===== config.mk =====
export PLATFORM = sky130hd
export DESIGN_NAME = calendar_date_add_days_flat
export DESIGN_NICKNAME = d
export VERILOG_FILES = /design/src/rtl/core/cdad_pkg.sv /design/src/rtl/core/cdad_if.sv /design/src/rtl/core/cdad_urom.sv /design/src/rtl/core/cdad_sequencer.sv /design/src/rtl/core/cdad_datapath.sv /design/src/rtl/core/calendar_date_add_days.sv /design/src/flat_wrapper.sv
export SDC_FILE = /design/constraint.sdc
export NUM_CORES = 1
export LEC_CHECK = 0
export BUFFER_PORTS_ARGS = -buffer_cell sky130_fd_sc_hd__buf_2
export CORE_ASPECT_RATIO = 0.5
export CORE_MARGIN = 2
export CORE_UTILIZATION = 45
export CTS_CLUSTER_DIAMETER = 60
export DETAILED_ROUTE_END_ITERATION = 7
export SLEW_MARGIN = 5
export SYNTH_ARGS = -nofsm -noshare
export SYNTH_HDL_FRONTEND = slang
export SYNTH_SLANG_ARGS = --single-unit

===== constraint.sdc =====
create_clock -name clk -period 7.84 [get_ports clk]
set_input_delay 0.784 -clock clk [delete_from_list [all_inputs] [get_ports clk]]
set_output_delay 0.784 -clock clk [all_outputs]
set_load 0.1 [all_outputs]

===== src/rtl/core/cdad_pkg.sv =====
// Shared types, constants and calendar tables for the date adder.
// Used by the microcode ROM, sequencer, datapath and top level.
package cdad_pkg;

    localparam int unsigned DAY_W       = 5;
    localparam int unsigned MON_W       = 4;
    localparam int unsigned YEAR_IN_W   = 14;
    localparam int unsigned MOD_W       = 9;
    localparam int unsigned IDX_W       = 4;
    localparam int unsigned PC_W        = 3;
    localparam int unsigned ML_W        = 5;
    localparam int unsigned YLEN_W      = 9;
    localparam int unsigned Q_W         = 6;
    localparam int unsigned Q_PROD_W    = 16;
    localparam int unsigned YEAR_SHIFT  = 4;
    localparam int unsigned RECIP_SHIFT = 10;

    localparam logic [YLEN_W-1:0]    DAYS_IN_LEAP_YEAR   = 9'd366;
    localparam logic [YLEN_W-1:0]    DAYS_IN_COMMON_YEAR = 9'd365;
    localparam logic [MOD_W-1:0]     MOD_LAST            = 9'd399;
    localparam logic [MOD_W-1:0]     CENTURY_1           = 9'd100;
    localparam logic [MOD_W-1:0]     CENTURY_2           = 9'd200;
    localparam logic [MOD_W-1:0]     CENTURY_3           = 9'd300;
    // year / 400 is ((year >> 4) * 41) >> 10, exact for 14-bit years
    localparam logic [Q_PROD_W-1:0]  DIV400_RECIP        = 16'd41;
    localparam logic [YEAR_IN_W-1:0] YEAR_DIV            = 14'd400;
    localparam logic [IDX_W-1:0]     LAST_MONTH_IDX      = 4'd11;
    localparam logic [IDX_W-1:0]     FEB_IDX             = 4'd1;
    localparam logic [MON_W-1:0]     MONTH_FIRST         = 4'd1;
    localparam logic [MON_W-1:0]     MONTH_LAST          = 4'd12;
    localparam logic [DAY_W-1:0]     DAY_FIRST           = 5'd1;

    typedef enum logic [2:0] {
        OP_NOP,
        OP_DIV400,
        OP_SET_M400,
        OP_ADD_MONTH,
        OP_YEAR_STEP,
        OP_CLR_IDX,
        OP_SUB_MONTH,
        OP_FINISH
    } op_t;

    typedef enum logic [2:0] {
        C_ALWAYS,
        C_MON_LT,
        C_POS_GT_YLEN,
        C_POS_GT_ML
    } cond_t;

    typedef struct packed {
        op_t             op;
        cond_t           cond;
        logic [PC_W-1:0] target;
    } uword_t;

    typedef struct packed {
        logic mon_lt;
        logic pos_gt_ylen;
        logic pos_gt_ml;
    } status_t;

    typedef struct packed {
        logic load;
        op_t  op;
    } ctrl_t;

    function automatic logic is_leap(input logic [MOD_W-1:0] m400);
        logic div4;
        logic century;
        div4    = (m400[1:0] == 2'b00);
        century = (m400 == CENTURY_1) || (m400 == CENTURY_2) || (m400 == CENTURY_3);
        return div4 && !century;
    endfunction

    function automatic logic [ML_W-1:0] month_len(input logic [IDX_W-1:0] idx,
                                                  input logic leap);
        logic [ML_W-1:0] n;
        case (idx)
            4'd0:    n = 5'd31;
            4'd1:    n = 5'd28;
            4'd2:    n = 5'd31;
            4'd3:    n = 5'd30;
            4'd4:    n = 5'd31;
            4'd5:    n = 5'd30;
            4'd6:    n = 5'd31;
            4'd7:    n = 5'd31;
            4'd8:    n = 5'd30;
            4'd9:    n = 5'd31;
            4'd10:   n = 5'd30;
            4'd11:   n = 5'd31;
            default: n = 5'd31;
        endcase
        if (idx == FEB_IDX && leap)
            n = 5'd29;
        return n;
    endfunction

endpackage


===== src/rtl/core/cdad_if.sv =====
// Valid/ready channel interfaces for the date adder request and response.
// Depends on cdad_pkg for field widths.
interface cdad_req_if #(
    parameter int ADD_DAYS_BITS = 16
);
    logic                          valid;
    logic                          ready;
    logic [cdad_pkg::DAY_W-1:0]     start_day;
    logic [cdad_pkg::MON_W-1:0]     start_month;
    logic [cdad_pkg::YEAR_IN_W-1:0] start_year;
    logic [ADD_DAYS_BITS-1:0]      days_to_add;

    modport source (output valid, start_day, start_month, start_year, days_to_add,
                    input ready);
    modport sink (input valid, start_day, start_month, start_year, days_to_add,
                  output ready);
endinterface

interface cdad_rsp_if;
    logic                          valid;
    logic                          ready;
    logic [cdad_pkg::DAY_W-1:0]     end_day;
    logic [cdad_pkg::MON_W-1:0]     end_month;
    logic [cdad_pkg::YEAR_IN_W-1:0] end_year;

    modport source (output valid, end_day, end_month, end_year, input ready);
    modport sink (input valid, end_day, end_month, end_year, output ready);
endinterface


===== src/rtl/core/cdad_urom.sv =====
// Microcode ROM: one control word per program step of the date adder.
// Depends on cdad_pkg for the control word type.
module cdad_urom (
    input  logic [cdad_pkg::PC_W-1:0] pc,
    output cdad_pkg::uword_t          uword
);
    import cdad_pkg::*;

    localparam logic [PC_W-1:0] PC_DIV      = 3'd0;
    localparam logic [PC_W-1:0] PC_SET_M400 = 3'd1;
    localparam logic [PC_W-1:0] PC_ADD_MON  = 3'd2;
    localparam logic [PC_W-1:0] PC_YEARS    = 3'd3;
    localparam logic [PC_W-1:0] PC_CLR_IDX  = 3'd4;
    localparam logic [PC_W-1:0] PC_SUB_MON  = 3'd5;
    localparam logic [PC_W-1:0] PC_FINISH   = 3'd6;

    always_comb
    begin
        case (pc)
            PC_DIV:      uword = '{op: OP_DIV400,    cond: C_ALWAYS,      target: PC_SET_M400};
            PC_SET_M400: uword = '{op: OP_SET_M400,  cond: C_ALWAYS,      target: PC_ADD_MON};
            PC_ADD_MON:  uword = '{op: OP_ADD_MONTH, cond: C_MON_LT,      target: PC_ADD_MON};
            PC_YEARS:    uword = '{op: OP_YEAR_STEP, cond: C_POS_GT_YLEN, target: PC_YEARS};
            PC_CLR_IDX:  uword = '{op: OP_CLR_IDX,   cond: C_ALWAYS,      target: PC_SUB_MON};
            PC_SUB_MON:  uword = '{op: OP_SUB_MONTH, cond: C_POS_GT_ML,   target: PC_SUB_MON};
            PC_FINISH:   uword = '{op: OP_FINISH,    cond: C_ALWAYS,      target: PC_DIV};
            default:     uword = '{op: OP_FINISH,    cond: C_ALWAYS,      target: PC_DIV};
        endcase
    end

endmodule


===== src/rtl/core/cdad_sequencer.sv =====
// Step counter and jump logic that walks the microcode program.
// Depends on cdad_pkg for control word, status and control types.
module cdad_sequencer (
    input  logic                      clk,
    input  logic                      rst_n,
    input  logic                      start,
    input  logic                      out_free,
    input  cdad_pkg::status_t         status,
    input  cdad_pkg::uword_t          uword,
    output logic [cdad_pkg::PC_W-1:0] pc,
    output cdad_pkg::ctrl_t           ctrl,
    output logic                      busy,
    output logic                      done
);
    import cdad_pkg::*;

    logic [PC_W-1:0] pc_reg;
    logic [PC_W-1:0] pc_next;
    logic            busy_reg;
    logic            busy_next;
    logic            take;

    always_comb
    begin
        case (uword.cond)
            C_ALWAYS:      take = 1'b1;
            C_MON_LT:      take = status.mon_lt;
            C_POS_GT_YLEN: take = status.pos_gt_ylen;
            C_POS_GT_ML:   take = status.pos_gt_ml;
            default:       take = 1'b0;
        endcase
    end

    always_comb
    begin
        pc_next   = pc_reg;
        busy_next = busy_reg;
        done      = 1'b0;
        ctrl.load = start;
        ctrl.op   = OP_NOP;
        if (busy_reg)
        begin
            if (uword.op == OP_FINISH)
            begin
                if (out_free)
                begin
                    done      = 1'b1;
                    busy_next = 1'b0;
                    pc_next   = uword.target;
                end
            end
            else if (take)
            begin
                ctrl.op = uword.op;
                pc_next = uword.target;
            end
            else
            begin
                pc_next = pc_reg + 1'b1;
            end
        end
        if (start)
        begin
            busy_next = 1'b1;
            pc_next   = '0;
        end
    end

    always_ff @(posedge clk or negedge rst_n)
    begin
        if (!rst_n)
        begin
            pc_reg   <= '0;
            busy_reg <= 1'b0;
        end
        else
        begin
            pc_reg   <= pc_next;
            busy_reg <= busy_next;
        end
    end

    assign pc   = pc_reg;
    assign busy = busy_reg;

endmodule


===== src/rtl/core/cdad_datapath.sv =====
// Datapath: year, day position, month index and year-mod-400 registers.
// Depends on cdad_pkg for control, status types and calendar tables.
module cdad_datapath #(
    parameter int ADD_DAYS_BITS = 16
) (
    input  logic                           clk,
    input  cdad_pkg::ctrl_t                ctrl,
    input  logic [cdad_pkg::DAY_W-1:0]     start_day,
    input  logic [cdad_pkg::MON_W-1:0]     start_month,
    input  logic [cdad_pkg::YEAR_IN_W-1:0] start_year,
    input  logic [ADD_DAYS_BITS-1:0]       days_to_add,
    output cdad_pkg::status_t              status,
    output logic [cdad_pkg::DAY_W-1:0]     end_day,
    output logic [cdad_pkg::MON_W-1:0]     end_month,
    output logic [cdad_pkg::YEAR_IN_W-1:0] end_year
);
    import cdad_pkg::*;

    localparam int POS_W  = ADD_DAYS_BITS + 2;
    localparam int YEAR_W = ADD_DAYS_BITS + 7;

    logic [YEAR_W-1:0]    year_reg, year_next;
    logic [Q_W-1:0]       q_reg, q_next;
    logic [MOD_W-1:0]     m400_reg, m400_next;
    logic [POS_W-1:0]     pos_reg, pos_next;
    logic [MON_W-1:0]     mon_reg, mon_next;
    logic [IDX_W-1:0]     idx_reg, idx_next;

    logic                 leap;
    logic [ML_W-1:0]      ml;
    logic [YLEN_W-1:0]    ylen;
    logic [Q_PROD_W-1:0]  q_prod;
    logic [YEAR_IN_W-1:0] q_times;
    logic [DAY_W-1:0]     day_fix;
    logic [MON_W-1:0]     mon_fix;

    assign leap    = is_leap(m400_reg);
    assign ml      = month_len(idx_reg, leap);
    assign ylen    = leap ? DAYS_IN_LEAP_YEAR : DAYS_IN_COMMON_YEAR;
    assign q_prod  = Q_PROD_W'(year_reg[YEAR_IN_W-1:YEAR_SHIFT]) * DIV400_RECIP;
    assign q_times = YEAR_IN_W'(q_reg) * YEAR_DIV;
    assign day_fix = (start_day == '0) ? DAY_FIRST : start_day;

    always_comb
    begin
        if (start_month == '0)
            mon_fix = MONTH_FIRST;
        else if (start_month > MONTH_LAST)
            mon_fix = MONTH_LAST;
        else
            mon_fix = start_month;
    end

    assign status.mon_lt      = ({1'b0, idx_reg} + 5'd1) < {1'b0, mon_reg};
    assign status.pos_gt_ylen = pos_reg > POS_W'(ylen);
    assign status.pos_gt_ml   = (idx_reg < LAST_MONTH_IDX) && (pos_reg > POS_W'(ml));

    always_comb
    begin
        year_next = year_reg;
        q_next    = q_reg;
        m400_next = m400_reg;
        pos_next  = pos_reg;
        mon_next  = mon_reg;
        idx_next  = idx_reg;
        if (ctrl.load)
        begin
            year_next = YEAR_W'(start_year);
            pos_next  = POS_W'(day_fix) + POS_W'(days_to_add);
            mon_next  = mon_fix;
            idx_next  = '0;
        end
        else
        begin
            case (ctrl.op)
                OP_DIV400:
                begin
                    q_next = q_prod[Q_PROD_W-1:RECIP_SHIFT];
                end
                OP_SET_M400:
                begin
                    m400_next = MOD_W'(year_reg[YEAR_IN_W-1:0] - q_times);
                    idx_next  = '0;
                end
                OP_ADD_MONTH:
                begin
                    pos_next = pos_reg + POS_W'(ml);
                    idx_next = idx_reg + 1'b1;
                end
                OP_YEAR_STEP:
                begin
                    pos_next  = pos_reg - POS_W'(ylen);
                    year_next = year_reg + 1'b1;
                    m400_next = (m400_reg == MOD_LAST) ? '0 : m400_reg + 1'b1;
                end
                OP_CLR_IDX:
                begin
                    idx_next = '0;
                end
                OP_SUB_MONTH:
                begin
                    pos_next = pos_reg - POS_W'(ml);
                    idx_next = idx_reg + 1'b1;
                end
                default:
                begin
                end
            endcase
        end
    end

    always_ff @(posedge clk)
    begin
        year_reg <= year_next;
        q_reg    <= q_next;
        m400_reg <= m400_next;
        pos_reg  <= pos_next;
        mon_reg  <= mon_next;
        idx_reg  <= idx_next;
    end

    assign end_day   = pos_reg[DAY_W-1:0];
    assign end_month = MON_W'(idx_reg + 1'b1);
    assign end_year  = year_reg[YEAR_IN_W-1:0];

endmodule


===== src/rtl/core/calendar_date_add_days.sv =====
// Gregorian date plus day count. One request gives one response. The block works on one
// item at a time: it forms the year quotient by 400, sets the year-mod-400 value, adds one
// month length per month before the start month and then takes an exit step to form the
// day-of-year position, steps one whole year at a time with an exit step, clears the month
// index, subtracts up to 11 month lengths with an exit step and posts the result. The
// microcoded sequencer walks the years one per cycle.
// A stalled response holds the sequencer at its last step. A new request is taken as soon
// as the previous result sits in the output register.
// Depends on cdad_pkg, cdad_if, cdad_urom, cdad_sequencer and cdad_datapath.
module calendar_date_add_days #(
    parameter int ADD_DAYS_BITS = 16
) (
    input logic        clk,
    input logic        rst_n,
    cdad_req_if.sink   req,
    cdad_rsp_if.source rsp
);
    import cdad_pkg::*;

    logic            start;
    logic            out_free;
    logic            busy;
    logic            done;
    logic [PC_W-1:0] pc;
    uword_t          uword;
    ctrl_t           ctrl;
    status_t         status;

    logic [DAY_W-1:0]     dp_day;
    logic [MON_W-1:0]     dp_month;
    logic [YEAR_IN_W-1:0] dp_year;

    logic                 out_valid_reg, out_valid_next;
    logic [DAY_W-1:0]     end_day_reg;
    logic [MON_W-1:0]     end_month_reg;
    logic [YEAR_IN_W-1:0] end_year_reg;

    assign req.ready = !busy;
    assign start     = req.valid && !busy;
    assign out_free  = !out_valid_reg || rsp.ready;

    cdad_urom u_urom (
        .pc    (pc),
        .uword (uword)
    );

    cdad_sequencer u_seq (
        .clk      (clk),
        .rst_n    (rst_n),
        .start    (start),
        .out_free (out_free),
        .status   (status),
        .uword    (uword),
        .pc       (pc),
        .ctrl     (ctrl),
        .busy     (busy),
        .done     (done)
    );

    cdad_datapath #(
        .ADD_DAYS_BITS (ADD_DAYS_BITS)
    ) u_dp (
        .clk         (clk),
        .ctrl        (ctrl),
        .start_day   (req.start_day),
        .start_month (req.start_month),
        .start_year  (req.start_year),
        .days_to_add (req.days_to_add),
        .status      (status),
        .end_day     (dp_day),
        .end_month   (dp_month),
        .end_year    (dp_year)
    );

    always_comb
    begin
        out_valid_next = out_valid_reg;
        if (done)
            out_valid_next = 1'b1;
        else if (rsp.ready)
            out_valid_next = 1'b0;
    end

    always_ff @(posedge clk or negedge rst_n)
    begin
        if (!rst_n)
            out_valid_reg <= 1'b0;
        else
            out_valid_reg <= out_valid_next;
    end

    always_ff @(posedge clk)
    begin
        if (done)
        begin
            end_day_reg   <= dp_day;
            end_month_reg <= dp_month;
            end_year_reg  <= dp_year;
        end
    end

    assign rsp.valid     = out_valid_reg;
    assign rsp.end_day   = end_day_reg;
    assign rsp.end_month = end_month_reg;
    assign rsp.end_year  = end_year_reg;

endmodule


===== src/flat_wrapper.sv =====
// flat-port wrapper written by rule: the top's interface ports become plain ports
module calendar_date_add_days_flat import cdad_pkg::*;
#(
    parameter int ADD_DAYS_BITS = 16
)
  (clk, rst_n, req_valid, req_start_day, req_start_month, req_start_year, req_days_to_add, req_ready, rsp_valid, rsp_end_day, rsp_end_month, rsp_end_year, rsp_ready);
  cdad_req_if #(.ADD_DAYS_BITS(ADD_DAYS_BITS)) req_i ();
  cdad_rsp_if rsp_i ();
  input logic clk;
  input logic rst_n;
  input wire logic [$bits(req_i.valid)-1:0] req_valid;
  input wire logic [$bits(req_i.start_day)-1:0] req_start_day;
  input wire logic [$bits(req_i.start_month)-1:0] req_start_month;
  input wire logic [$bits(req_i.start_year)-1:0] req_start_year;
  input wire logic [$bits(req_i.days_to_add)-1:0] req_days_to_add;
  output wire logic [$bits(req_i.ready)-1:0] req_ready;
  output wire logic [$bits(rsp_i.valid)-1:0] rsp_valid;
  output wire logic [$bits(rsp_i.end_day)-1:0] rsp_end_day;
  output wire logic [$bits(rsp_i.end_month)-1:0] rsp_end_month;
  output wire logic [$bits(rsp_i.end_year)-1:0] rsp_end_year;
  input wire logic [$bits(rsp_i.ready)-1:0] rsp_ready;
  assign req_i.valid = req_valid;
  assign req_i.start_day = req_start_day;
  assign req_i.start_month = req_start_month;
  assign req_i.start_year = req_start_year;
  assign req_i.days_to_add = req_days_to_add;
  assign req_ready = req_i.ready;
  assign rsp_valid = rsp_i.valid;
  assign rsp_end_day = rsp_i.end_day;
  assign rsp_end_month = rsp_i.end_month;
  assign rsp_end_year = rsp_i.end_year;
  assign rsp_i.ready = rsp_ready;
  calendar_date_add_days #(.ADD_DAYS_BITS(ADD_DAYS_BITS)) u_core (.clk(clk), .rst_n(rst_n), .req(req_i), .rsp(rsp_i));
endmodule

==> metrics.md <==
| Metric | Value |
|---|---|
| Status | `finished, final reports clean` |
| Routed length per placed instance | `15.51 µm` |
| # Post-CTS Setup Buffers | `0` |
| DP HPWL | `10.87 mm` |
| Drt initial violations | `285` |
| Wire length of the first global-routing pass | `23.80 mm` |
| Sum Neg Setup Slack | `0 ns` |
| Slew at the pin with the worst max-slew slack | `1.168 ns` |
| Setup CP Type | `register to register` |
| X dimension of the die | `174.2 µm` |
| Core Region | `0.01431 mm²` |
| Final Instance Count excl. Fillers | `931` |
| Initial Util | `0.4553` |
| Net total in the final layout | `841` |
| Final setup margin | `2.427 ns` |
| Total global-route track usage | `0.1921` |
| Clock transition at the registers of the reported paths | `0.06 ns` |
| Maxcap violations | `0` |
| Hold-fix buffer count after cts | `0` |
| Flip-flop and latch count after synthesis | `84` |
| Worst setup EP type | `register` |
| Data arrival time of the critical path | `5.36 ns` |
| CTS tree | `built` |
| Via count | `4976` |
| Vias/cell | `5.345` |
| Hold crit path type | `input port to async pin` |
| Buffers from clock root to sink, at most | `2` |
| Max Slew Vio Count | `0` |
| Fraction of layout cells with a size suffix above 1 | `0.1460` |
| Synth Warn # | `0` |
| Port Buffers | `67` |
| Largest net degree at the start of global routing | `32` |
| Number of standard cells after synthesis | `679` |
| Register Area | `0.002437 mm²` |
| Area of the die | `0.01552 mm²` |
| Setup repair after global routing missed its margin | `false` |
| Initial antenna violation count | `0` |
| FMAX | `184.8 MHz` |
| Avg Inst Size Synth | `9.597 µm²` |
| Most instantiated flip-flop cell in the synthesis netlist | `sky130_fd_sc_hd__edfxtp_1` |
| Post-cts repair resize count | `0` |
| Async set-or-reset flop fraction in the synthesized netlist | `0.05952` |
| Number of buffers created by CTS | `9` |
| Sum of overflow across all layers after global routing | `0` |
| Number of optimization iterations in the first detailed-route pass | `5` |
| Fill cell instance count of the final layout | `1310` |
| Clock insertion delay at the later pin of the skew report | `0.35 ns` |
| Period utilization | `0.6904` |
| Maximum clock skew at final layout | `0.007527 ns` |
| CP Launch Type | `register` |
| Ports placed on the boundary | `68` |
| Count of nets left with antenna violations after detail routing | `0` |
| Final Wtd Congestion | `0.8681` |
| Diodes inserted | `0` |
| Y dimension of the die | `89.09 µm` |
| Most used cells in the layout excluding fill and tap cells | `sky130_fd_sc_hd__edfxtp_1, sky130_fd_sc_hd__buf_2, sky130_fd_sc_hd__inv_1, sky130_fd_sc_hd__ha_1, sky130_fd_sc_hd__nand2_1` |
| Net count after synthesis | `792` |
| Setup Slack @ Placement | `2.424 ns` |
| Max-Slew Margin vs Limit | `0.2212` |
| Routed WL | `14.44 mm` |
| Final setup violating endpoints | `0` |
| Area growth from synthesis to final layout | `12.54%` |
| Critical path peak fanout | `20` |
| # H-tree levels | `3` |
| Part of the Yosys area used for sequential elements | `0.3740` |
| Post-synthesis cell area | `0.006516 mm²` |
| Time the final worst path needs with I/O delays and setup | `5.413 ns` |
| Leading cell type in the layout, fill and taps excluded | `sky130_fd_sc_hd__edfxtp_1` |
| Dpl cells | `915` |
| Worst endpoint required time | `7.79 ns` |
| Multi-input gate area | `0.003721 mm²` |
| Count of flip-flops with a built-in enable after synthesis | `73` |
| Count of cell types in the netlist | `73` |
| DRC | `0` |
| Final Hold Violating Endpoints | `0` |
| Hold WS | `0.2435 ns` |
| Number of clock sinks | `84` |
| Buffer cell driving the clock tree root | `sky130_fd_sc_hd__clkbuf_16` |
| Site row count | `31` |
| Largest register FFs | `18` |
| Via count of the first global-routing pass | `4750` |
==> cell usage after synthesis, types with 5 or more instances <==
master | number | area share
sky130_fd_sc_hd__a21o_1 | 5 | 0.0058
sky130_fd_sc_hd__a21oi_1 | 28 | 0.022
sky130_fd_sc_hd__a31oi_1 | 6 | 0.0058
sky130_fd_sc_hd__and2_1 | 7 | 0.0067
sky130_fd_sc_hd__and3_1 | 11 | 0.011
sky130_fd_sc_hd__buf_2 | 7 | 0.0054
sky130_fd_sc_hd__clkbuf_1 | 20 | 0.012
sky130_fd_sc_hd__dfrtp_1 | 5 | 0.019
sky130_fd_sc_hd__dfxtp_1 | 6 | 0.018
sky130_fd_sc_hd__edfxtp_1 | 73 | 0.34
sky130_fd_sc_hd__fa_1 | 9 | 0.028
sky130_fd_sc_hd__ha_1 | 61 | 0.12
sky130_fd_sc_hd__inv_1 | 61 | 0.035
sky130_fd_sc_hd__mux2i_1 | 23 | 0.035
sky130_fd_sc_hd__nand2_1 | 60 | 0.035
sky130_fd_sc_hd__nand2b_1 | 10 | 0.0096
sky130_fd_sc_hd__nand3_1 | 26 | 0.020
sky130_fd_sc_hd__nand4_1 | 6 | 0.0058
sky130_fd_sc_hd__nor2_1 | 42 | 0.024
sky130_fd_sc_hd__nor2b_1 | 7 | 0.0067
sky130_fd_sc_hd__nor3_1 | 12 | 0.0092
sky130_fd_sc_hd__o21ai_0 | 45 | 0.035
sky130_fd_sc_hd__o31ai_1 | 7 | 0.0081
sky130_fd_sc_hd__xnor2_1 | 39 | 0.052
sky130_fd_sc_hd__xor2_1 | 22 | 0.030
==> metrics by stage <==
step | util | cell area (µm²)
global placement | 0.4886 | 6993
detailed placement | 0.4886 | 6993
floorplan | - | 6516
CTS | 0.5124 | 7333
global route | 0.5124 | 7333
finish | 0.5124 | 7333
==> worst max-delay path: stages (launching register included) <==
cell	delay (ns)
sky130_fd_sc_hd__edfxtp_1	0.47
sky130_fd_sc_hd__nor4bb_1	0.18
sky130_fd_sc_hd__nor2_1	0.11
sky130_fd_sc_hd__nor3b_1	0.06
sky130_fd_sc_hd__a31oi_1	0.13
sky130_fd_sc_hd__o21ai_0	0.22
sky130_fd_sc_hd__or4b_2	0.74
sky130_fd_sc_hd__nand2b_1	0.13
sky130_fd_sc_hd__ha_1	0.20
sky130_fd_sc_hd__inv_1	0.07
sky130_fd_sc_hd__fa_1	0.40
sky130_fd_sc_hd__nand4_1	0.13
sky130_fd_sc_hd__a21oi_1	0.07
sky130_fd_sc_hd__o41a_1	0.45
sky130_fd_sc_hd__or3_1	0.54
sky130_fd_sc_hd__nand3_1	0.57
sky130_fd_sc_hd__nand2_1	0.53
==> kinds of logic after synthesis <==
family,after synthesis,synth area share
AND/OR/NAND/NOR,214,0.1701
adder cells (fa/ha/maj),70,0.1448
XOR/XNOR,61,0.08199
buffers and inverters,93,0.05837
AO/OA/AOI/OAI,130,0.1285
flip-flops,84,0.3740
multiplexers,27,0.04224
==> routing by layer <==
metal,vias up,track usage,share of wire
li1,2522,-,-
met1,2350,0.2643,0.51
met2,93,0.3222,0.45
met3,11,0.03444,0.038
met4,0,0.04125,0.0089
met5,-,0,0
==> worst paths after layout <==
path | from | end | slack [ns] | cells past startpoint
min reg2reg | u_core.u_dp.pos_reg[0] | u_core.rsp.end_day[0] | 0.49 | 0
min | rst_n | u_core.rsp.valid | 0.24 | 1
max | u_core.u_dp.m400_reg[5] | u_core.u_dp.year_reg[13] | 2.43 | 16
min in group clk | u_core.u_dp.pos_reg[0] | u_core.rsp.end_day[0] | 0.49 | 0
max reg2reg | u_core.u_dp.m400_reg[5] | u_core.u_dp.year_reg[13] | 2.43 | 16
max in group asynchronous | rst_n | u_core.u_seq.pc[2] | 7.47 | 1
==> layout make-up <==
cell class                      instances  share of cell area
Timing Repair Buffer                   70             0.04880
Inverter                               61             0.03122
Clock inverter                          6             0.01519
Clock buffer                           10             0.03122
Multi-Input combinational cell        502              0.5074
Tap cell                              198             0.03378
Sequential cell                        84              0.3324
Power is not shown: default switching activity piles up to over one toggle a cycle in this logic, so the estimate is an artifact.
